File: src/hdl/wpo_pkg.sv
package wpo_pkg;

   localparam int SAMPLE_W    = 16;
   localparam int PHASE_W     = 32;
   localparam int INDEX_W     = 11;
   localparam int OPCODE_W    = 2;
   localparam int OSR_W       = 2;
   localparam int CSR_INDEX_W = 2;
   localparam int CSR_DATA_W  = 32;
   // wide enough to hold the largest table length, 65536
   localparam int SPAN_W      = 17;
   localparam int TICK_MAX_SAMPLES = 8;
   localparam int CNT_W       = 3;

   localparam logic [OPCODE_W-1:0] OP_LOAD        = 2'd0;
   localparam logic [OPCODE_W-1:0] OP_TICK        = 2'd1;
   localparam logic [OPCODE_W-1:0] OP_PHASE_RESET = 2'd2;

   localparam logic [CSR_INDEX_W-1:0] CSR_PHASE_INCREMENT     = 2'd0;
   localparam logic [CSR_INDEX_W-1:0] CSR_OVERSAMPLE_EXPONENT = 2'd1;

   localparam logic [OSR_W-1:0] OSR_RESET = 2'd2;

   typedef struct packed {
      logic                       valid;
      logic                       is_write;
      logic [PHASE_W-1:0]         phase;
      logic [INDEX_W-1:0]         wr_index;
      logic signed [SAMPLE_W-1:0] wr_value;
      logic                       wrapped;
      logic                       last;
   } issue_type;

   typedef struct packed {
      logic                       valid;
      logic signed [SAMPLE_W-1:0] t0;
      logic signed [SAMPLE_W-1:0] t1;
      logic [PHASE_W-1:0]         frac;
      logic                       wrapped;
      logic                       last;
   } lookup_type;

endpackage

File: src/hdl/wpo_if.sv


interface wpo_rsp_if;
   import wpo_pkg::*;
   logic                       valid;
   logic                       ready;
   logic signed [SAMPLE_W-1:0] sample_out;
   logic                       phase_wrapped;
   logic                       last_of_tick;

   modport source (output valid, sample_out, phase_wrapped, last_of_tick,
                   input ready);
   modport sink   (input valid, sample_out, phase_wrapped, last_of_tick,
                   output ready);
endinterface


File: src/hdl/wpo_interp.sv
module wpo_interp (
   input  logic                clock,
   input  logic                reset,
   input  wpo_pkg::lookup_type look,
   output logic                advance,
   wpo_rsp_if.source           rsp_chan
);
   import wpo_pkg::*;

   localparam int MUL_W = SAMPLE_W + 1 + PHASE_W + 1;
   localparam int DEL_W = MUL_W - PHASE_W;

   logic signed [SAMPLE_W:0]   diff;
   logic signed [PHASE_W:0]    frac_s;
   logic signed [MUL_W-1:0]    prod;
   logic signed [MUL_W-1:0]    rounded;
   logic signed [DEL_W-1:0]    delta;
   logic signed [DEL_W-1:0]    sum;

   logic                       mul_valid_ff;
   logic signed [MUL_W-1:0]    prod_ff;
   logic signed [SAMPLE_W-1:0] t0_ff;
   logic                       wrapped_ff;
   logic                       last_ff;

   logic                       rsp_valid_ff;
   logic signed [SAMPLE_W-1:0] sample_ff;
   logic                       rsp_wrapped_ff;
   logic                       rsp_last_ff;

   assign advance = !rsp_valid_ff || rsp_chan.ready;

   assign diff    = (SAMPLE_W+1)'(look.t1) - (SAMPLE_W+1)'(look.t0);
   assign frac_s  = {1'b0, look.frac};
   assign prod    = MUL_W'(diff) * MUL_W'(frac_s);

   // round half up, then floor by the arithmetic shift
   assign rounded = prod_ff + (MUL_W'(1) <<< (PHASE_W - 1));
   assign delta   = rounded[MUL_W-1:PHASE_W];
   assign sum     = DEL_W'(t0_ff) + delta;

   always_ff @(posedge clock) begin
      if (reset) begin
         mul_valid_ff <= 1'b0;
         rsp_valid_ff <= 1'b0;
      end else if (advance) begin
         mul_valid_ff <= look.valid;
         rsp_valid_ff <= mul_valid_ff;
      end
   end

   always_ff @(posedge clock) begin
      if (advance) begin
         prod_ff        <= prod;
         t0_ff          <= look.t0;
         wrapped_ff     <= look.wrapped;
         last_ff        <= look.last;
         sample_ff      <= sum[SAMPLE_W-1:0];
         rsp_wrapped_ff <= wrapped_ff;
         rsp_last_ff    <= last_ff;
      end
   end

   assign rsp_chan.valid         = rsp_valid_ff;
   assign rsp_chan.sample_out    = sample_ff;
   assign rsp_chan.phase_wrapped = rsp_wrapped_ff;
   assign rsp_chan.last_of_tick  = rsp_last_ff;

endmodule

File: src/flat_wrapper.sv
// flat-port wrapper written by rule: the top's interface ports become plain ports
module wpo_interp_flat import wpo_pkg::*;
  (clock, reset, look, advance, rsp_chan_valid, rsp_chan_sample_out, rsp_chan_phase_wrapped, rsp_chan_last_of_tick, rsp_chan_ready);
  wpo_rsp_if rsp_chan_i ();
  input  logic clock;
  input  logic reset;
  input  wpo_pkg::lookup_type look;
  output logic advance;
  output wire logic [$bits(rsp_chan_i.valid)-1:0] rsp_chan_valid;
  output wire logic [$bits(rsp_chan_i.sample_out)-1:0] rsp_chan_sample_out;
  output wire logic [$bits(rsp_chan_i.phase_wrapped)-1:0] rsp_chan_phase_wrapped;
  output wire logic [$bits(rsp_chan_i.last_of_tick)-1:0] rsp_chan_last_of_tick;
  input wire logic [$bits(rsp_chan_i.ready)-1:0] rsp_chan_ready;
  assign rsp_chan_valid = rsp_chan_i.valid;
  assign rsp_chan_sample_out = rsp_chan_i.sample_out;
  assign rsp_chan_phase_wrapped = rsp_chan_i.phase_wrapped;
  assign rsp_chan_last_of_tick = rsp_chan_i.last_of_tick;
  assign rsp_chan_i.ready = rsp_chan_ready;
  wpo_interp u_core (.clock(clock), .reset(reset), .look(look), .advance(advance), .rsp_chan(rsp_chan_i));
endmodule
File: config.mk
export PLATFORM = sky130hd
export DESIGN_NAME = wpo_interp_flat
export DESIGN_NICKNAME = d
export VERILOG_FILES = /design/src/hdl/wpo_pkg.sv /design/src/hdl/wpo_if.sv /design/src/hdl/wpo_interp.sv /design/src/flat_wrapper.sv
export SDC_FILE = /design/constraint.sdc
export NUM_CORES = 1
export LEC_CHECK = 0
export BUFFER_PORTS_ARGS = -buffer_cell sky130_fd_sc_hd__buf_2
export CORE_MARGIN = 2
export CORE_UTILIZATION = 30
export DETAILED_ROUTE_END_ITERATION = 7
export PLACE_DENSITY_LB_ADDON = 0.2
export SLEW_MARGIN = 20
export SYNTH_ARGS = -nofsm -noshare
export SYNTH_HDL_FRONTEND = slang
export SYNTH_SLANG_ARGS = --single-unit
File: constraint.sdc
create_clock -name clock -period 16.95 [get_ports clock]
set_input_delay 1.695 -clock clock [delete_from_list [all_inputs] [get_ports clock]]
set_output_delay 1.695 -clock clock [all_outputs]
set_load 0.005 [all_outputs]
After elaboration in Yosys (flattened, before gate mapping)
Index checks and enable logic that the tools add are counted.
{"block": "classes", "n_reduce_logical": 2, "n_addsub": 3, "multipliers": 1}
{"cell": "adder 48 x 33 -> 48 bit, second input constant", "n": 1}
{"cell": "multiplier 17 x 33 -> 48 bit", "n": 1}
{"cell": "subtractor 16 x 16 -> 17 bit", "n": 1}
{"cell": "adder 16 bit", "n": 1}
{"cell": "zero test 1 bit", "n": 1}
{"cell": "logical OR 1 bit", "n": 1}
{"block": "word_totals", "ff_bits": 86, "inputBits": 70, "wordCells": 15}

Depth between registers and ports, before layout
Gate-level depths: netlist of the first run.
{"block": "logic_depth", "depth_word": 2, "ltp_mapped": 35}

Worst setup path before layout of the first run
No wires, ideal clock.
{"block": "synth_path", "kind": "in2reg", "startpoint": "in look[34] (netlist bit)", "endpoint": "reg u_core.prod_ff[41] (data pin)", "cell_stages": 32, "arrival_time_ps": 8694, "required_time_ps": 16692, "path_buffers": 1, "slack_ps": 7998, "setup_time_ps": 258, "path_cell_list": "inv_1 > ha_1 > fa_1 > nor2b_1 > o31ai_4 > a21oi_1 > o31a_1 > o41ai_4 > o21bai_1 > a21oi_1 > xnor2_1 > clkbuf_1 > and2_1 > fa_1 > fa_1 > fa_1 > fa_1 > fa_1 > inv_1 > fa_1 > inv_1 > ha_1 > a21o_1 > a2111oi_2 > nor3b_1 > o2111ai_1 > nand2_1 > o311ai_4 > a21oi_2 > o21bai_1 > a21oi_1 > xnor2_1"}
{"block": "synth_between", "elab_chain_cells": 2}
{"element": "start: declaration", "line_no": "flat_wrapper.sv:7", "rtl": "input wpo_pkg::lookup_type look;"}
{"element": "subtractor 16 x 16 -> 17 bit", "line_no": "wpo_interp.sv:33", "rtl": "assign diff = (SAMPLE_W+1)'(look.t1) - (SAMPLE_W+1)'(look.t0);"}
{"element": "multiplier 17 x 33 -> 48 bit", "line_no": "wpo_interp.sv:35", "rtl": "assign prod = MUL_W'(diff) * MUL_W'(frac_s);"}
{"element": "net u_core.prod[41]", "line_no": "wpo_interp.sv:15", "rtl": "logic signed [MUL_W-1:0] prod;"}
{"element": "end signal: assignment", "line_no": "wpo_interp.sv:54", "rtl": "prod_ff <= prod;"}
{"element": "end: declaration", "line_no": "wpo_interp.sv:21", "rtl": "logic signed [MUL_W-1:0] prod_ff;"}
The timed path passes the listed nets, and every way through them passes these cells.
A chain may end at the register's enable or synchronous reset.

Final worst setup path of the first run
Same ends and word-level chain as after synthesis.

==> results of run 1 <==
logic make-up after synthesis:
kind of cell             synth area share, %
XOR/XNOR                               2.720
AO/OA/AOI/OAI                          3.737
flip-flops                             8.041
multiplexers                           1.690
adder cells (fa/ha/maj)                55.19
buffers and inverters                  12.85
AND/OR/NAND/NOR                        15.77
layer usage:
| metal | track usage [%] | wire [µm] | vias to the layer above |
|---|---|---|---|
| met5 | 0 | 38 | - |
| met4 | 1.904 | 563 | 6 |
| met3 | 1.519 | 2086 | 45 |
| met2 | 30.60 | 28950 | 254 |
| met1 | 22.38 | 25480 | 7527 |
| li1 | - | - | 6562 |
metrics by stage:
step	instance area [µm²]	util (%)	hold slack (ns)
floorplan	20290	-	0.4003
global placement	21660	32.31	0.4040
detailed placement	21660	32.31	0.4207
CTS	21810	32.54	0.4328
global route	21810	32.54	0.4396
finish	21810	32.54	0.4274
sequential cells by signal, summed over array words and instances, names as in the netlist:
register                       cells
u_core.rsp_chan.phase_wrapped      1
u_core.rsp_chan.last_of_tick       1
u_core.t0_ff                      16
u_core.last_ff                     1
u_core.rsp_chan.sample_out        16
u_core.prod_ff                    17
u_core.mul_valid_ff                1
u_core.wrapped_ff                  1
u_core.rsp_chan.valid              1
area by class of cell:
class                   instances  share of cell area (%)
multi-input cells            1510                   74.04
inverters                     584                   10.05
flip-flops and latches         55                   7.479
well taps                     873                   5.007
repair buffers                109                   2.730
clock buffers                   5                  0.5736
clock inverters                 3                  0.1090
diodes                          1                 0.01147
worst paths after layout:
path	from	endpoint	slack, ns
max reg2reg	u_core.prod_ff[31]	u_core.rsp_chan.sample_out[14]	13.40
min	u_core.last_ff	u_core.rsp_chan.last_of_tick	0.43
min reg2reg	u_core.last_ff	u_core.rsp_chan.last_of_tick	0.43
max	look[34]	u_core.prod_ff[41]	6.81
synth_stat cells (all sizes together) (3+ instances only):
cell type | number | area, µm²
nor2 | 53 | 198.9
xnor2 | 44 | 385.4
mux2i | 23 | 230.2
and3 | 6 | 37.54
a31oi | 3 | 18.77
edfxtp | 53 | 1592
nor2b | 67 | 419.2
or2 | 11 | 68.82
o21a | 4 | 30.03
mux2 | 10 | 112.6
a21boi | 3 | 22.52
fa | 450 | 9009
a21oi | 37 | 188.9
clkbuf | 101 | 379.1
o211ai | 5 | 42.54
ha | 175 | 2190
xor2 | 19 | 166.4
nor3 | 6 | 30.03
nand2 | 373 | 1400
nand4 | 6 | 37.54
buf | 5 | 36.28
o21bai | 6 | 45.04
a21o | 11 | 82.58
inv | 584 | 2192
nand2b | 38 | 237.7
a211oi | 4 | 30.03
and2 | 102 | 638.1
nand3 | 14 | 70.07
o21ai | 16 | 83.83
==> out/metrics.csv, run 1 <==
stage,metric,value,unit
setup_path,critPathMaxFanout,19,
setup_path,cp_common_cell,fa_1,
yosys,synth_cell_types,60,
cells_and_area,layout_common_cells,"inv_1 (584), fa_1 (450), nand2_1 (373), ha_1 (174), and2_1 (102)",
drt,first_pass_iters,5,
cells_and_area,multiInputGateArea,16150,µm²
die,die_x,264.1,µm
placed_design,port-buffer-count,89,
sta,worst_slew_pin_slew,1.137,ns
drt,route.detailed.drc,0,
placed_design,hpwl,42790,µm
clocking,clkTransAtPathRegs,0.08,ns
cells_and_area,regArea,1632,µm²
hold_path,worstHoldPathCells,0,
yosys,synth_flop_cell,edfxtp_1,
hold_path,holdCritPathClass,flip-flop to flip-flop,
drt,wl_per_cell,18.19,µm
yosys,syn_avg_cell_area,8.998,µm²
sta,drv_slew,0,
drt,vias_per_cell,4.584,
die,die_area,69730,µm²
yosys,syn_nets,2950,
yosys,synth-edff-count,53,
die,num_rows,95,
yosys,ys_seq_area_share,8.041,%
setup_path,critPathTopFamily,adder cells,
yosys,synth-seq-cells,55,
cells_and_area,fill_cells,7077,
sta,finClkSkew,0.008337,ns
die,io_pins,90,
placed_design,dp_slack,6.510,ns
clocking,cts-resized-gates,0,
sta,fin_setup_tns,0,ns
placed_design,gp_congestion,0.8365,
clocking,cts_setup_buffers,0,
clocking,cts_max_level,2,
sta,rsz0062_at_grt,false,
yosys,synthArstFlopShare,0,%
drt,drt-initial-drc-count,563,
sta,period_needed,10.14,ns
cells_and_area,drive_gt1_share,6.399,%
sta,fin_crit_sh,59.84,%
setup_path,cp_data_arrival_time,10.20,ns
yosys,syn_area,20290,µm²
setup_path,worst-path-stages,32,
setup_path,rr_worst_depth,13,
clocking,cts_buffers,5,
cells_and_area,syn_to_final_growth,7.517,%
cells_and_area,final_common_cell,inv_1,
setup_path,crit_slowest_cell,xnor2_2,
sta,hold_viol,0,
clocking,numClockSinks,55,
global_routing,antenna_found_initial,3,
sta,relSlewSlack,23.83,%
global_routing,grt_max_degree,67,
yosys,syn_inst,2255,
die,initial_utilization,30.27,%
setup_path,path_class,input pin to flip-flop,
setup_path,worst_ep_required_time,17.01,ns
setup_path,worst_setup_path_end_kind,flip-flop,
yosys,ys.warnings.count,0,
setup_path,crit_path_max_incr_delay,0.87,ns
sta,worst_slack,6.806,ns
outcome,outcome,completed,
global_routing,grt.total_usage,16.85,%
sta,setup_viol,0,
drt,drtAntennaViolNets,0,
sta,max_freq,0.09858,GHz
clocking,clock_latency,0.30,ns
run,cap_violations,0,
clocking,cts_root_buffer,clkbuf_16,
setup_path,worstPathBufferInverterCount,6,
drt,drt-total-wl,57120,µm
die,coreArea,67040,µm²
die,die_h,264.1,µm
drt,vias,14394,
clocking,cts_tree,yes,
cells_and_area,layout.cells.non_filler,3140,
global_routing,grt_pass1_vias,15849,
clocking,ctsHoldBuffers,0,
global_routing,overflow,0,
clocking,clockBufferDepth,2,
setup_path,start_kind,input pin,
global_routing,grt_pass1_wl,91180,µm
cells_and_area,nets,2960,
placed_design,post-place-cells,3131,
Power of run 1 is not shown: default switching activity piles up to over one toggle a cycle in this logic, so the estimate is an artifact.
==> inputs of run 2 (changes only) <==
==> constraint.sdc (replaced) <==
create_clock -name clock -period 10.3 [get_ports clock]
set_input_delay 1.03 -clock clock [delete_from_list [all_inputs] [get_ports clock]]
set_output_delay 1.03 -clock clock [all_outputs]
set_load 0.005 [all_outputs]
==> run 2 against run 1 <==
Design area increased by 0.15%. Utilization hardly changed. Cell count is essentially flat. Flip-flop and latch count is the same. Setup slack worse by 5.8 ns. First-iteration DRC count up 14%. Die area unchanged. Sequential share of layout area about the same. Clock skew hardly changed. Routed wire length grew 0.52%. Count of clock-buffer cells in the layout rose by 1. Highest routed layer unchanged.
==> out/metrics.csv, run 2 (synthesized netlist as in run 1, its figures left out) <==
stage,metric,value,unit,change
cells_and_area,utilization,32.59,%,+0.049 points
global_routing,grt_max_degree,57,,-15%
setup_path,cp_common_cell,fa_1,,
outcome,outcome,completed,,
cells_and_area,regArea,1632,µm²,unchanged
drt,vias_per_cell,4.607,,+0.49%
hold_path,holdPathEnd,u_core.rsp_chan.last_of_tick,,
setup_path,reg2reg_to,u_core.rsp_chan.sample_out[14],,
die,die_x,264.1,µm,unchanged
sta,drv_slew,0,,unchanged
cells_and_area,largest_reg_flops,17,,unchanged
drt,route.detailed.drc,0,,unchanged
sta,fin_crit_sh,90.29,%,
setup_path,crit_path_max_incr_delay,0.61,ns,-0.26 ns
clocking,cts_tree,yes,,
cells_and_area,syn_to_final_growth,7.678,%,
sta,fin_setup_tns,0,ns,unchanged
drt,drt-total-wl,57420,µm,+0.52%
setup_path,crit_slowest_cell,a311oi_1,,
sta,rsz0062_at_grt,false,,
setup_path,cp_data_arrival_time,9.37,ns,-0.83 ns
clocking,ctsHoldBuffers,0,,unchanged
hold_path,min-delay-start,u_core.last_ff,,
die,die_h,264.1,µm,unchanged
cells_and_area,layout_common_cells,"inv_1 (584), fa_1 (450), nand2_1 (373), ha_1 (174), and2_1 (102)",,
clocking,cts_root_buffer,clkbuf_16,,
placed_design,post-place-cells,3134,,+0.096%
clocking,clkTransAtPathRegs,0.08,ns,about the same
die,initial_utilization,30.27,%,unchanged
global_routing,grt_pass1_vias,15935,,+0.54%
drt,vias,14474,,+0.56%
die,coreArea,67040,µm²,unchanged
sta,relSlewSlack,49.24,%,+25 points
sta,finClkSkew,0.008602,ns,+0.0002647 ns
sta,hold_viol,0,,unchanged
global_routing,grt_pass1_wl,91700,µm,+0.58%
drt,drtAntennaViolNets,0,,unchanged
setup_path,path_class,input pin to flip-flop,,
global_routing,grt.total_usage,17.00,%,+0.16 points
setup_path,r2r-start,u_core.prod_ff[31],,
clocking,numClockSinks,55,,unchanged
setup_path,start_kind,input pin,,
cells_and_area,nets,2963,,+0.10%
cells_and_area,layout.cells.non_filler,3142,,+0.064%
drt,drt-initial-drc-count,640,,+14%
placed_design,hpwl,42780,µm,about the same
global_routing,overflow,0,,unchanged
setup_path,startpoint,look[51],,
clocking,cts_max_level,2,,unchanged
sta,worst_slack,1.000,ns,-5.806 ns
run,cap_violations,0,,unchanged
hold_path,worstHoldPathCells,0,,unchanged
sta,setup_viol,0,,unchanged
cells_and_area,top_register,u_core.prod_ff,,
placed_design,port-buffer-count,89,,unchanged
cells_and_area,multiInputGateArea,16170,µm²,+0.10%
drt,wl_per_cell,18.27,µm,+0.46%
die,io_pins,90,,unchanged
sta,max_freq,0.1075,GHz,
cells_and_area,drive_gt1_share,6.523,%,+0.12 points
clocking,cts_setup_buffers,0,,unchanged
drt,first_pass_iters,5,,unchanged
die,num_rows,95,,unchanged
setup_path,rrSetupSlack,6.74,ns,-6.66 ns
setup_path,critPathMaxFanout,17,,-2
hold_path,holdCritPathClass,flip-flop to flip-flop,,
clocking,clock_latency,0.31,ns,about the same
placed_design,gp_congestion,0.8180,,-2.2%
global_routing,antenna_found_initial,4,,+1
setup_path,worstPathBufferInverterCount,6,,unchanged
cells_and_area,fill_cells,7101,,+0.34%
die,die_area,69730,µm²,unchanged
setup_path,critPathTopFamily,adder cells,,
setup_path,worst_setup_path_end_kind,flip-flop,,
setup_path,rr_worst_depth,13,,unchanged
sta,period_needed,9.300,ns,
clocking,cts_buffers,5,,unchanged
cells_and_area,final_common_cell,inv_1,,
clocking,cts-resized-gates,0,,unchanged
setup_path,worst_ep_required_time,10.37,ns,-6.64 ns
cells_and_area,insertedDiodeCount,0,,-1
clocking,clockBufferDepth,2,,unchanged
placed_design,dp_slack,0.6686,ns,-5.842 ns
sta,worst_slew_pin_slew,0.7614,ns,-0.3755 ns
run 2: changes by cell type in the layout (fill, tap and decap cells not counted), sizes merged:
cell      before  now
buf          109  112
clkbuf         5    6
clkinv         2    0
clkinvlp       0    1
diode          1    0
run 2: worst register-to-register path, cell delays in order (launching register included):
cell and delay, ns:
edfxtp_1 0.39, ha_1 0.34, ha_1 0.23, fa_1 0.43, a21o_1 0.19, a21oi_1 0.21, o21bai_1 0.10, a21oi_1 0.25
o21bai_1 0.13, a211oi_1 0.34, o21ai_0 0.20, a31o_2 0.26, a21oi_1 0.18, xnor2_1 0.08
run 2: area by class of cell:
class,instances,area share (%)
multi-input cells,1510,74.00
inverters,584,10.03
flip-flops and latches,55,7.468
well taps,873,5.000
repair buffers,112,2.829
clock buffers,6,0.5899
clock inverters,2,0.07445
run 2: worst max path at each step:
| stage | end | cells past startpoint | slack [ns] |
|---|---|---|---|
| 5_1_grt | u_core.prod_ff[41] | 34 | 0.48 |
| 4_1_cts | u_core.prod_ff[41] | 34 | 0.96 |
| 3_3_place_gp | u_core.prod_ff[47] | 34 | 0.55 |
| 6_report | u_core.prod_ff[41] | 34 | 1.00 |
| 2_1_floorplan | u_core.prod_ff[41] | 32 | 2.01 |
| 3_5_place_dp | u_core.prod_ff[41] | 34 | 0.67 |
run 2: metrics by stage:
stage	hold slack [ns]	instance area, µm²
floorplan	0.4003	20290
global placement	0.4120	21690
detailed placement	0.4045	21700
CTS	0.4228	21850
global route	0.4434	21850
finish	0.4239	21850
run 2: routing by layer:
metal	part of all wire (%)	global-route usage, %	vias up
met5	0.10	0	-
met4	1.1	2.334	8
met3	3.9	1.165	46
met2	50	29.91	283
met1	45	23.47	7570
li1	-	-	6567
Power of run 2 is left out for the same reason.
