===== src/hdl/wpo_pkg.sv =====
package wpo_pkg;

   localparam int SAMPLE_W    = 16;
   localparam int PHASE_W     = 32;
   localparam int INDEX_W     = 11;
   localparam int OPCODE_W    = 2;
   localparam int OSR_W       = 2;
   localparam int CSR_INDEX_W = 2;
   localparam int CSR_DATA_W  = 32;
   // wide enough to hold the largest table length, 65536
   localparam int SPAN_W      = 17;
   localparam int TICK_MAX_SAMPLES = 8;
   localparam int CNT_W       = 3;

   localparam logic [OPCODE_W-1:0] OP_LOAD        = 2'd0;
   localparam logic [OPCODE_W-1:0] OP_TICK        = 2'd1;
   localparam logic [OPCODE_W-1:0] OP_PHASE_RESET = 2'd2;

   localparam logic [CSR_INDEX_W-1:0] CSR_PHASE_INCREMENT     = 2'd0;
   localparam logic [CSR_INDEX_W-1:0] CSR_OVERSAMPLE_EXPONENT = 2'd1;

   localparam logic [OSR_W-1:0] OSR_RESET = 2'd2;

   typedef struct packed {
      logic                       valid;
      logic                       is_write;
      logic [PHASE_W-1:0]         phase;
      logic [INDEX_W-1:0]         wr_index;
      logic signed [SAMPLE_W-1:0] wr_value;
      logic                       wrapped;
      logic                       last;
   } issue_type;

   typedef struct packed {
      logic                       valid;
      logic signed [SAMPLE_W-1:0] t0;
      logic signed [SAMPLE_W-1:0] t1;
      logic [PHASE_W-1:0]         frac;
      logic                       wrapped;
      logic                       last;
   } lookup_type;

endpackage


===== src/hdl/wpo_if.sv =====
interface wpo_req_if;
   import wpo_pkg::*;
   logic                       valid;
   logic                       ready;
   logic [OPCODE_W-1:0]        opcode;
   logic [INDEX_W-1:0]         table_index;
   logic signed [SAMPLE_W-1:0] table_value;
   logic [PHASE_W-1:0]         phase_offset;

   modport source (output valid, opcode, table_index, table_value, phase_offset,
                   input ready);
   modport sink   (input valid, opcode, table_index, table_value, phase_offset,
                   output ready);
endinterface



===== src/hdl/wpo_sequencer.sv =====
module wpo_sequencer #(
   parameter int MAX_OVERSAMPLE = 8
) (
   input  logic                           clock,
   input  logic                           reset,
   wpo_req_if.sink                        req_chan,
   input  logic [wpo_pkg::PHASE_W-1:0]    phase_increment,
   input  logic [wpo_pkg::OSR_W-1:0]      oversample_exponent,
   input  logic                           advance,
   output wpo_pkg::issue_type             issue
);
   import wpo_pkg::*;

   localparam logic [CNT_W:0] MAX_CNT = (CNT_W+1)'(MAX_OVERSAMPLE);

   logic                       cmd_valid_ff;
   logic [OPCODE_W-1:0]        cmd_opcode_ff;
   logic [INDEX_W-1:0]         cmd_index_ff;
   logic signed [SAMPLE_W-1:0] cmd_value_ff;
   logic [PHASE_W-1:0]         cmd_offset_ff;
   logic [PHASE_W-1:0]         acc_ff;
   logic [CNT_W-1:0]           cnt_ff;
   logic                       wrap_ff;
   issue_type                  issue_ff;
   issue_type                  issue_in;

   logic [CNT_W:0]     samples;
   logic [CNT_W:0]     samples_m1;
   logic [CNT_W-1:0]   last_cnt;
   logic [PHASE_W-1:0] step;
   logic [PHASE_W-1:0] acc_next;
   logic               carry;
   logic               is_tick;
   logic               is_last;
   logic               item_done;
   logic               fire;
   logic               take;

   always_comb begin
      samples = (CNT_W+1)'(1) << oversample_exponent;
      if (samples > MAX_CNT) begin
         samples = MAX_CNT;
      end
      samples_m1 = samples - (CNT_W+1)'(1);
      last_cnt   = samples_m1[CNT_W-1:0];
   end

   assign step              = phase_increment >> oversample_exponent;
   assign {carry, acc_next} = {1'b0, acc_ff} + {1'b0, step};
   assign is_tick           = cmd_opcode_ff == OP_TICK;
   assign is_last           = cnt_ff == last_cnt;
   assign item_done         = !is_tick || is_last;
   assign fire              = cmd_valid_ff && advance;
   assign req_chan.ready    = !cmd_valid_ff || (advance && item_done);
   assign take              = req_chan.valid && req_chan.ready;

   always_comb begin
      issue_in.valid    = fire && (is_tick || cmd_opcode_ff == OP_LOAD);
      issue_in.is_write = !is_tick;
      issue_in.phase    = acc_ff + cmd_offset_ff;
      issue_in.wr_index = cmd_index_ff;
      issue_in.wr_value = cmd_value_ff;
      issue_in.wrapped  = wrap_ff || carry;
      issue_in.last     = is_last;
   end

   always_ff @(posedge clock) begin
      if (reset) begin
         cmd_valid_ff   <= 1'b0;
         acc_ff         <= '0;
         cnt_ff         <= '0;
         wrap_ff        <= 1'b0;
         issue_ff.valid <= 1'b0;
      end else begin
         if (take) begin
            cmd_valid_ff <= 1'b1;
         end else if (fire && item_done) begin
            cmd_valid_ff <= 1'b0;
         end
         if (fire && is_tick) begin
            acc_ff  <= acc_next;
            cnt_ff  <= item_done ? '0 : cnt_ff + CNT_W'(1);
            wrap_ff <= item_done ? 1'b0 : (wrap_ff || carry);
         end else if (fire && cmd_opcode_ff == OP_PHASE_RESET) begin
            acc_ff <= '0;
         end
         if (advance) begin
            issue_ff <= issue_in;
         end
      end
   end

   always_ff @(posedge clock) begin
      if (take) begin
         cmd_opcode_ff <= req_chan.opcode;
         cmd_index_ff  <= req_chan.table_index;
         cmd_value_ff  <= req_chan.table_value;
         cmd_offset_ff <= req_chan.phase_offset;
      end
   end

   assign issue = issue_ff;

endmodule


===== src/flat_wrapper.sv =====
// flat-port wrapper written by rule: the top's interface ports become plain ports
module wpo_sequencer_flat import wpo_pkg::*;
#(
   parameter int MAX_OVERSAMPLE = 8
)
  (clock, reset, phase_increment, oversample_exponent, advance, issue, req_chan_valid, req_chan_opcode, req_chan_table_index, req_chan_table_value, req_chan_phase_offset, req_chan_ready);
  wpo_req_if req_chan_i ();
  input  logic clock;
  input  logic reset;
  input  logic [wpo_pkg::PHASE_W-1:0] phase_increment;
  input  logic [wpo_pkg::OSR_W-1:0] oversample_exponent;
  input  logic advance;
  output wpo_pkg::issue_type issue;
  input wire logic [$bits(req_chan_i.valid)-1:0] req_chan_valid;
  input wire logic [$bits(req_chan_i.opcode)-1:0] req_chan_opcode;
  input wire logic [$bits(req_chan_i.table_index)-1:0] req_chan_table_index;
  input wire logic [$bits(req_chan_i.table_value)-1:0] req_chan_table_value;
  input wire logic [$bits(req_chan_i.phase_offset)-1:0] req_chan_phase_offset;
  output wire logic [$bits(req_chan_i.ready)-1:0] req_chan_ready;
  assign req_chan_i.valid = req_chan_valid;
  assign req_chan_i.opcode = req_chan_opcode;
  assign req_chan_i.table_index = req_chan_table_index;
  assign req_chan_i.table_value = req_chan_table_value;
  assign req_chan_i.phase_offset = req_chan_phase_offset;
  assign req_chan_ready = req_chan_i.ready;
  wpo_sequencer #(.MAX_OVERSAMPLE(MAX_OVERSAMPLE)) u_core (.clock(clock), .reset(reset), .req_chan(req_chan_i), .phase_increment(phase_increment), .oversample_exponent(oversample_exponent), .advance(advance), .issue(issue));
endmodule

===== config.mk =====
export PLATFORM = sky130hd
export DESIGN_NAME = wpo_sequencer_flat
export DESIGN_NICKNAME = d
export VERILOG_FILES = /design/src/hdl/wpo_pkg.sv /design/src/hdl/wpo_if.sv /design/src/hdl/wpo_sequencer.sv /design/src/flat_wrapper.sv
export SDC_FILE = /design/constraint.sdc
export NUM_CORES = 1
export LEC_CHECK = 0
export BUFFER_PORTS_ARGS = -buffer_cell sky130_fd_sc_hd__buf_2
export CAP_MARGIN = 20
export CORE_MARGIN = 2
export CORE_UTILIZATION = 34
export CTS_CLUSTER_DIAMETER = 30
export DETAILED_ROUTE_END_ITERATION = 10
export HOLD_SLACK_MARGIN = 0.12
export PLACE_DENSITY_LB_ADDON = 0.3
export SETUP_SLACK_MARGIN = 0.15
export SYNTH_ARGS = -nofsm -noshare
export SYNTH_HDL_FRONTEND = slang
export SYNTH_SLANG_ARGS = --single-unit

===== constraint.sdc =====
create_clock -name clock -period 5.8 [get_ports clock]
set_clock_uncertainty 0.2 [all_clocks]
set_input_delay 1.45 -clock clock [delete_from_list [all_inputs] [get_ports clock]]
set_output_delay 1.45 -clock clock [all_outputs]
set_load 0.1 [all_outputs]

======== Word level (Yosys, flattened, before mapping) ========
Index checks and enable logic that the tools add are counted.
word-level totals
  bits in registers ....................... 161
  bits of input ports ..................... 99
  output and inout port bits .............. 64
  logic and storage cells ................. 50
cells by class
  add/sub/neg operators ................... 4
  order comparisons ....................... 1
  equality and inequality tests ........... 3
  shift operators ......................... 2
  muxes and demuxes ....................... 7
  bitwise operators ....................... 1
  reductions and logical operators ........ 17
operators with widths
  kind                 number
  $mux 32              2
  $add 32x32->33       1
  $add 32x32->32       1
  $shr 32x2->32        1
  $logic_and 1x1->1    7
  $mux 3               2
  $gt 4x4->1 const B   1
  $logic_or 1x1->1     4
  $reduce_bool 2->1    2
  $shl 1x2->4 const A  1
  $add 3x1->3 const B  1
  $eq 3x3->1           1
  $mux 1               3
  $sub 3x1->3 const B  1
  $eq 2x1->1 const B   1
  $eq 2x2->1 const B   1
  $logic_not 1->1      2
  $logic_not 2->1      1
  $reduce_and 2->1     1
  $not 1->1            1

======== Logic depth before layout (Yosys ltp) ========
Gate-level depths: netlist of run 1.
  depth in word-level cells ............... 10
  mapped depth ............................ 16
  gate-level depth less buffers ........... 15

======== Worst setup path before layout of run 1 ========
OpenSTA, ideal clock, no wires.
  path kind ............................... in2reg
  from .................................... input port oversample_exponent[0] in the netlist's numbering
  to ...................................... register u_core.cmd_index_ff[0] (enable)
  arrival ................................. 4.679 ns
  path slack .............................. 0.496 ns
  stages .................................. 8
  path buffers ............................ 1
  cell sequence ........................... clkbuf_1 > nor2b_1 > a32o_1 > nand2_1 > o21ai_1 > o21ai_0 > nand2_1 > and2_1
between the ends
  longest elaborated chain between the ends .. 9
ends and longest elaborated chain
  element                 RTL line             source
  start: declaration      flat_wrapper.sv:11   input logic [wpo_pkg::OSR_W-1:0] oversample_exponent;
  $shl 1x2->4 *           wpo_sequencer.sv:40  samples = (CNT_W+1)'(1) << oversample_exponent;
  $gt 4x4->1              wpo_sequencer.sv:41  if (samples > MAX_CNT) begin
  $mux 3 *                wpo_sequencer.sv:41
  $sub 3x1->3 *           wpo_sequencer.sv:44  samples_m1 = samples - (CNT_W+1)'(1);
  $eq 3x3->1 *            wpo_sequencer.sv:51  assign is_last = cnt_ff == last_cnt;
  net u_core.is_last      wpo_sequencer.sv:34  logic is_last;
  $logic_or 1x1->1 *      wpo_sequencer.sv:52  assign item_done = !is_tick || is_last;
  $logic_and 1x1->1 *     wpo_sequencer.sv:54  assign req_chan.ready = !cmd_valid_ff || (advance && item_done);
  $logic_or 1x1->1 *      wpo_sequencer.sv:54
  net req_chan_ready      flat_wrapper.sv:19   output wire logic [$bits(req_chan_i.ready)-1:0] req_chan_ready;
  $logic_and 1x1->1 *     wpo_sequencer.sv:55  assign take = req_chan.valid && req_chan.ready;
  net u_core.take         wpo_sequencer.sv:37  logic take;
  end signal: assignment  wpo_sequencer.sv:96  cmd_index_ff <= req_chan.table_index;
  end: declaration        wpo_sequencer.sv:18  logic [INDEX_W-1:0] cmd_index_ff;
The timed path passes the listed nets; every way through them passes the cells marked *.
A chain may end at the register's enable or synchronous reset.

======== Worst setup path after layout of run 1 ========
  from .................................... input port oversample_exponent[0] in the netlist's numbering
  to ...................................... output port req_chan_ready
between the ends
  longest elaborated chain between the ends .. 8
ends and longest elaborated chain
  element              RTL line
  $shl 1x2->4 *        wpo_sequencer.sv:40
  $gt 4x4->1           wpo_sequencer.sv:41
  $mux 3 *             wpo_sequencer.sv:41
  $sub 3x1->3 *        wpo_sequencer.sv:44
  $eq 3x3->1 *         wpo_sequencer.sv:51
  net u_core.is_last   wpo_sequencer.sv:34
  $logic_or 1x1->1 *   wpo_sequencer.sv:52
  $logic_and 1x1->1 *  wpo_sequencer.sv:54
  $logic_or 1x1->1 *   wpo_sequencer.sv:54
  end: declaration     flat_wrapper.sv:19
Marked as above.

==> impl_metrics.csv, run 1 <==
group,metric,value,unit
final_layout,antenna_cells,0,
min_path,hold_class,"reg -> reg",
die,start_util,34.4,%
logic_synthesis,avgSynthCellArea,11.4,µm²
setup_path,worstPathArrival,3.27,ns
clock_network,cts_buffers,17,
power_and_ir_drop,ir_worst_vdd,0.133,mV
clock_network,cts_root_buf,"clkbuf_16",
setup_path,crit_path_max_incr_delay,0.42,ns
place,portBuffers,162,
final_layout,syn_to_final_growth,20.7,%
sta,holdWs,0.215,ns
clock_network,hold_buffers,0,
min_path,min_from,"u_core.cmd_value_ff[15]",
sta,finalCritPeriodShare,84.8,%
setup_path,crit_family,"buffers and inverters",
route,routed_via_density,5.11,
setup_path,endpoint_kind,"output port",
sta,setup_viol,0,
route,drt_iter0_drc,445,
global_routing,grt_pass1_wl,34.0,mm
clock_network,htreeDepth,4,
route,top_layer_used,"met4",
setup_path,reg2reg_slack,2.39,ns
sta,maxSlewViolCount,0,
route,wirelength,21.7,mm
clock_network,clock_latency,0.43,ns
sta,worst_pin_slew,0.865,ns
clock_network,clockBufferDepth,2,
sta,fin_crit,4.92,ns
global_routing,grt_usage,16.1,%
clock_network,clk_pin_slew,0.07,ns
die,die_area,27400,µm²
route,ant_nets,0,
flow_run,drv_cap,0,
place,dpl.cell_count,1263,
die,die_w,166,µm
logic_synthesis,yosysUniqueCellTypes,62,
sta,final-hold-violation-count,0,
place,routabilityCongestion,0.866,
clock_network,cts_setup_buffers,0,
place,dpl.hpwl,16.5,mm
place,place_area,10100,µm²
route,wl_met2,9.53,mm
die,coreArea,25800,µm²
setup_path,cp_max_fo,15,
logic_synthesis,synthesis.area,8880,µm²
setup_path,rr_startpoint,"u_core.cmd_offset_ff[1]",
power_and_ir_drop,power_leakage,4.71,nW
final_layout,finalNonFillerCells,1295,
route,dr_wl_met3,1.19,mm
power_and_ir_drop,powerDensity,281,nW/µm²
clock_network,ctsResizeCount,0,
final_layout,layout.cells.most_common_list,"162 x buf_2, 123 x edfxtp_1, 67 x a21oi_1",
logic_synthesis,yosysSeqAreaShare,50.2,%
sta,finalSetupTns,0,ns
logic_synthesis,synth-edff-count,123,
power_and_ir_drop,power.total,3.01,mW
die,die_h,166,µm
sta,slew-limit-headroom,42.2,%
logic_synthesis,synthFlopType,"edfxtp_1",
min_path,hold-path-endpoint,"u_core.issue[17]",
setup_path,start_kind,"input port",
setup_path,worstPathRequired,4.15,ns
logic_synthesis,ys_ff_latch,161,
route,drc,0,
status,status,"completed",
final_layout,design_area,10700,µm²
final_layout,fin_nets,1112,
sta,fmax,203,MHz
die,row_count,59,
global_routing,antenna_found_initial,0,
logic_synthesis,yosys_warnings,0,
clock_network,cts_tree,"done",
logic_synthesis,netlist_instances,781,
min_path,hold_path_depth,0,
setup_path,reg2reg_depth,10,
global_routing,overflow,0,
final_layout,final_common_cell,"buf_2",
sta,rsz0062_at_grt,"no",
final_layout,layout-drive-gt1-share,23.2,%
setup_path,rr_endpoint,"u_core.issue[60]",
logic_synthesis,async_flop_share,0,%
setup_path,crit_chain,"buf_2, nor2b_1, a32o_1, nand2_1, o21ai_1, o21ai_0, nand2_1, buf_2",
clock_network,cts_sinks,161,
route,drtPass1Iterations,4,
setup_path,crit_type,"in -> out",
route,routed-via-count,6613,
die,io_pins,163,
setup_path,crit_slowest_cell,"buf_2",
logic_synthesis,syn_nets,946,
global_routing,grt_pass1_vias,6563,
setup_path,path_buf_inv,2,
route,wl_per_cell,16.8,µm
global_routing,grt_max_degree,40,
route,wl_met1,10.6,mm
-- layer usage --
layer | vias up | global-route usage, %
met5 | - | 0
met4 | 0 | 5.84
met3 | 31 | 3.02
met2 | 196 | 24.7
met1 | 3097 | 22.7
li1 | 3289 | -
-- cells in the mapped netlist, drive strengths merged (5+ instances only) --
| cell type | n | area share [%] |
|---|---|---|
| a22o | 18 | 1.8 |
| nand3 | 10 | 0.56 |
| nor2b | 10 | 0.70 |
| nor2 | 46 | 1.9 |
| xnor2 | 33 | 3.3 |
| o21ai | 43 | 2.5 |
| mux2i | 57 | 6.4 |
| dfxtp | 38 | 8.6 |
| a31oi | 11 | 0.85 |
| a21oi | 68 | 3.9 |
| nand2 | 53 | 2.2 |
| o21a | 7 | 0.59 |
| a21o | 32 | 2.7 |
| clkbuf | 19 | 0.80 |
| edfxtp | 123 | 42 |
| inv | 24 | 1.0 |
| xor2 | 27 | 2.7 |
| o211ai | 5 | 0.42 |
| nand2b | 10 | 0.70 |
| ha | 64 | 9.0 |
| o21bai | 5 | 0.42 |
| nand4 | 9 | 0.63 |
| a22oi | 10 | 0.85 |
| buf | 5 | 0.24 |
-- through the flow --
step           utilization (%)  setup slack (ns)
5_1_grt                   41.5             0.743
3_3_place_gp              39.1             0.843
3_5_place_dp              39.1             0.705
6_report                  41.5             0.880
4_1_cts                   41.5             0.925
2_1_floorplan                -             0.496
-- where the power goes --
group          switching [mW]  internal (mW)
clock network           0.524          0.658
registers              0.0188           1.30
logic                   0.360          0.149
-- logic make-up after synthesis --
family                   count (synthesis)  share of synthesized area [%]
buffers and inverters                   48                           2.06
AO/OA/AOI/OAI                          229                           17.5
AND/OR/NAND/NOR                        159                           8.33
XOR/XNOR                                60                           5.92
adder cells (fa/ha/maj)                 66                           9.47
multiplexers                            58                           6.55
flip-flops                             161                           50.2
-- how the worst max path moves through the flow --
stage / startpoint / end / slack, ns / depth (start not counted)
after CTS: oversample_exponent[0] / req_chan_ready / 0.93 / 8
after floorplan: oversample_exponent[0] / u_core.cmd_index_ff[0] / 0.50 / 8
after global routing: oversample_exponent[0] / req_chan_ready / 0.74 / 8
after detailed placement: oversample_exponent[1] / u_core.issue[1] / 0.70 / 14
after global placement: oversample_exponent[1] / u_core.acc_ff[27] / 0.84 / 14
final: oversample_exponent[0] / req_chan_ready / 0.88 / 8
-- final cells by class --
| type | count | area (µm²) |
|---|---|---|
| clock inverter | 15 | 190 |
| sequential | 161 | 4450 |
| clock buffer | 17 | 425 |
| tap | 335 | 419 |
| fill | 2499 | 15100 |
| multi-input combinational | 572 | 4250 |
| timing repair buffer | 171 | 891 |
| inverter | 24 | 90.1 |
-- registers in the layout (all words and copies together), names as in the netlist --
signal	count
u_core.wrap_ff	1
u_core.cmd_value_ff	16
u_core.issue	63
u_core.cmd_offset_ff	32
u_core.cmd_opcode_ff	2
u_core.cmd_index_ff	11
u_core.acc_ff	32
u_core.cnt_ff	3
u_core.cmd_valid_ff	1
Note: power is estimated with default switching activity, not from simulation.
==> run 2, diff against run 1 <==
- clock period: 5.8 -> 5.07 ns (I/O delays scaled with it)
==> run 2 against run 1 <==
  * First-iteration DRC count decreased by 25%
  * Sequential power up 14%
  * Combinational power grew 15%
==> impl_metrics.csv, run 2 (synthesis gave the netlist of run 1 again) <==
group,metric,value,unit
status,status,"completed",
route,ant_nets,0,
clock_network,cts_buffers,17,
clock_network,clockBufferDepth,2,
final_layout,layout.cells.most_common_list,"161 x buf_2, 123 x edfxtp_1, 67 x a21oi_1",
route,wirelength,21.4,mm
route,wl_per_cell,16.5,µm
route,routed-via-count,6491,
final_layout,finalNonFillerCells,1297,
final_layout,final_common_cell,"buf_2",
power_and_ir_drop,power_leakage,4.72,nW
place,dpl.hpwl,16.2,mm
sta,slew-limit-headroom,40.7,%
final_layout,fin_nets,1114,
sta,rsz0062_at_grt,"no",
die,row_count,59,
die,die_w,166,µm
power_and_ir_drop,power.total,3.45,mW
sta,worst_pin_slew,0.889,ns
sta,fin_crit,4.46,ns
clock_network,clock_latency,0.43,ns
sta,setup_viol,0,
route,drtPass1Iterations,4,
final_layout,largest_register_ffs,63,
sta,final-hold-violation-count,0,
setup_path,worstPathRequired,3.60,ns
die,coreArea,25800,µm²
place,routabilityCongestion,0.855,
final_layout,antenna_cells,0,
global_routing,grt_max_degree,63,
sta,finalSetupTns,0,ns
setup_path,endpoint_kind,"output port",
clock_network,cts_sinks,161,
setup_path,cp_max_fo,21,
global_routing,antenna_found_initial,0,
sta,finalCritPeriodShare,88.0,%
global_routing,overflow,0,
sta,maxSlewViolCount,0,
flow_run,drv_cap,0,
clock_network,ctsResizeCount,0,
final_layout,syn_to_final_growth,21.2,%
global_routing,grt_usage,15.8,%
place,portBuffers,162,
global_routing,grt_pass1_vias,6391,
clock_network,htreeDepth,4,
clock_network,hold_buffers,0,
power_and_ir_drop,ir_worst_vdd,0.180,mV
clock_network,cts_setup_buffers,0,
setup_path,crit_type,"in -> out",
global_routing,grt_pass1_wl,33.5,mm
setup_path,worstPathArrival,2.99,ns
setup_path,crit_path_max_incr_delay,0.31,ns
sta,fmax,224,MHz
clock_network,clk_pin_slew,0.07,ns
place,dpl.cell_count,1265,
setup_path,crit_chain,"buf_2, buf_12, buf_4, xnor2_1, a32o_1, nand2_1, o21ai_1, o21ai_0, nand2_1, buf_12",
power_and_ir_drop,powerDensity,320,nW/µm²
min_path,hold_class,"reg -> reg",
setup_path,crit_slowest_cell,"buf_2",
route,drc,0,
die,die_area,27400,µm²
die,start_util,34.4,%
final_layout,layout-drive-gt1-share,23.3,%
die,die_h,166,µm
setup_path,start_kind,"input port",
die,io_pins,163,
clock_network,cts_tree,"done",
clock_network,cts_root_buf,"clkbuf_16",
route,routed_via_density,5.00,
route,drt_iter0_drc,332,
-- run 2: cell types whose count changed in the layout (fill, tap and decap cells not counted), sizes merged --
cell and change:
clkinvlp +2, buf +2, clkbuf +2, bufinv +1, inv -5
-- run 2: per-stage QoR --
step / utilization (%) / area (µm²) / setup WS, ns / hold WS (ns)
after floorplan: - / 8880 / 0.187 / 0.200
after global placement: 39.3 / 10100 / 0.452 / 0.201
after detailed placement: 39.3 / 10100 / 0.367 / 0.205
after CTS: 41.6 / 10800 / 0.611 / 0.219
after global routing: 41.6 / 10800 / 0.434 / 0.220
final: 41.6 / 10800 / 0.608 / 0.216
-- run 2: worst paths after layout --
path,start,end,slack (ns),depth (start not counted)
worst min-delay path,u_core.cmd_index_ff[9],u_core.issue[27],0.22,0
worst min register to register,u_core.cmd_index_ff[9],u_core.issue[27],0.22,0
worst max-delay path,oversample_exponent[0],req_chan_ready,0.61,10
worst max register to register,u_core.cmd_offset_ff[1],u_core.issue[60],1.66,10
-- run 2: metal layers --
layer	up-vias	GRT usage (%)	share of wire, %
met2	162	25.0	44
met4	0	4.39	1.2
met5	-	0	0
met1	3020	22.2	50
met3	19	3.00	4.6
li1	3290	-	-
-- run 2: cell type report --
| type | count | area [µm²] |
|---|---|---|
| Fill cell | 2576 | 15100 |
| Sequential cell | 161 | 4450 |
| Multi-Input combinational cell | 572 | 4250 |
| Clock inverter | 13 | 176 |
| Clock buffer | 19 | 433 |
| Timing Repair Buffer | 173 | 933 |
| Tap cell | 335 | 419 |
| Inverter | 24 | 90.1 |
-- run 2: power breakdown --
group	switching [mW]	total [mW]	internal [mW]
clock	0.561	1.35	0.786
sequential	0.0207	1.51	1.49
combinational	0.412	0.585	0.173
-- run 2: critical path: cells and delay by family --
family	cells	cell delay [ns]
xor+xnor	1	0.06
buf+inv	4	0.87
compound gates	3	0.56
simple gates	2	0.21
==> run 3, diff against run 2 <==
- BUFFER_PORTS_ARGS: -buffer_cell sky130_fd_sc_hd__buf_2 -> -buffer_cell sky130_fd_sc_hd__buf_4
==> run 3 against run 2 <==
  * Sequential cell count stayed put
  * Combinational power up 5.0%
  * Worst hold slack lost 0.0021 ns
  * Critical path type unchanged
  * Highest routed layer unchanged
==> impl_metrics.csv, run 3 (synthesis gave the netlist of run 1 again) <==
group,metric,value,unit
status,status,"completed",
final_layout,finalNonFillerCells,1292,
global_routing,grt_pass1_vias,6217,
final_layout,layout-drive-gt1-share,22.9,%
global_routing,antenna_found_initial,0,
setup_path,rr_startpoint,"u_core.cmd_offset_ff[1]",
route,wirelength,21.2,mm
clock_network,cts_root_buf,"clkbuf_16",
die,die_w,166,µm
min_path,min_from,"u_core.cmd_index_ff[8]",
setup_path,start_kind,"input port",
min_path,hold-path-endpoint,"u_core.issue[26]",
clock_network,cts_buffers,17,
clock_network,clock_latency,0.42,ns
clock_network,cts_sinks,161,
sta,maxSlewViolCount,0,
global_routing,grt_pass1_wl,32.7,mm
sta,fmax,223,MHz
clock_network,clk_pin_slew,0.07,ns
clock_network,htreeDepth,4,
final_layout,design_area,11100,µm²
setup_path,reg2reg_depth,10,
clock_network,ctsResizeCount,0,
sta,holdWs,0.214,ns
setup_path,cp_max_fo,36,
power_and_ir_drop,powerDensity,311,nW/µm²
die,coreArea,25800,µm²
setup_path,endpoint_kind,"output port",
place,dpl.cell_count,1260,
sta,finalCritPeriodShare,88.6,%
clock_network,clockBufferDepth,2,
clock_network,cts_tree,"done",
clock_network,hold_buffers,0,
place,routabilityCongestion,0.854,
die,die_h,166,µm
clock_network,cts_setup_buffers,0,
final_layout,antenna_cells,0,
route,ant_nets,0,
place,portBuffers,162,
setup_path,crit_type,"in -> out",
die,row_count,59,
sta,fin_crit,4.49,ns
place,dpl.hpwl,16.0,mm
sta,worst_pin_slew,0.820,ns
sta,slew-limit-headroom,45.2,%
route,routed-via-count,6527,
route,drc,0,
sta,finalSetupTns,0,ns
global_routing,grt_max_degree,62,
sta,rsz0062_at_grt,"no",
die,io_pins,163,
sta,final-hold-violation-count,0,
final_layout,syn_to_final_growth,25.2,%
setup_path,rr_endpoint,"u_core.issue[60]",
route,drtPass1Iterations,5,
power_and_ir_drop,ir_worst_vdd,0.165,mV
die,die_area,27400,µm²
final_layout,final_common_cell,"buf_4",
min_path,hold_path_depth,0,
final_layout,fin_nets,1109,
route,drt_iter0_drc,413,
flow_run,drv_cap,0,
setup_path,worstPathRequired,3.60,ns
setup_path,worstPathArrival,3.02,ns
global_routing,overflow,0,
final_layout,layout.cells.most_common_list,"165 x buf_4, 123 x edfxtp_1, 67 x a21oi_1",
route,routed_via_density,5.05,
die,start_util,34.4,%
global_routing,grt_usage,15.5,%
final_layout,largest_register_ffs,63,
final_layout,fillers,2451,
sta,setup_viol,0,
route,wl_per_cell,16.4,µm
min_path,hold_class,"reg -> reg",
place,place_area,10500,µm²
setup_path,reg2reg_slack,1.62,ns
power_and_ir_drop,power_leakage,4.83,nW
## run 3: changes by cell type in the layout (fill, tap and decap cells not counted)
cell / delta
buf_2: -161
clkinvlp_4: +1
inv_6: +2
buf_4: +156
clkinv_1: +1
clkinv_4: -2
clkbuf_1: -1
inv_8: -1
## run 3: worst max-delay path, stage by stage
cell and delay, ns:
buf_4 0.41, nor2b_1 0.25, a32o_1 0.15, nand2_1 0.05, o21ai_1 0.25, o21ai_0 0.21
nand2_1 0.12, buf_4 0.29
## run 3: per-layer routing
metal	global-route usage (%)	wire length (µm)
met5	0	0
met4	5.33	431
met3	2.50	1070
met2	23.7	9180
met1	22.2	10600
## run 3: how the worst max path moves through the flow
stage | start | end | slack (ns) | cells past startpoint
2_1_floorplan | reset | u_core.issue[0] | 0.19 | 3
3_3_place_gp | oversample_exponent[1] | u_core.acc_ff[27] | 0.40 | 14
3_5_place_dp | oversample_exponent[1] | u_core.issue[1] | 0.29 | 14
4_1_cts | oversample_exponent[0] | req_chan_ready | 0.57 | 8
5_1_grt | oversample_exponent[0] | req_chan_ready | 0.32 | 8
6_report | oversample_exponent[0] | req_chan_ready | 0.58 | 8
## run 3: power by group
part	leakage [nW]	internal (mW)	switching, mW
logic	3.07	0.205	0.409
clock network	0.282	0.782	0.546
registers	1.48	1.49	0.0225
total	4.83	2.48	0.978
## run 3: cell type report
type	count	area (µm²)	share of cell area [%]
multi-input cells	572	4250	38.2
clock buffers	18	429	3.86
inverters	24	90.1	0.810
well taps	335	419	3.77
flip-flops and latches	161	4450	40.1
clock inverters	14	176	1.59
repair buffers	168	1300	11.7
## run 3: stage by stage
step	utilization (%)	total power, mW	worst slack, ns
floorplan	-	1.98	0.187
global placement	40.7	2.16	0.400
detailed placement	40.7	2.16	0.291
CTS	43.0	3.51	0.571
global route	43.0	3.60	0.323
finish	43.0	3.46	0.579
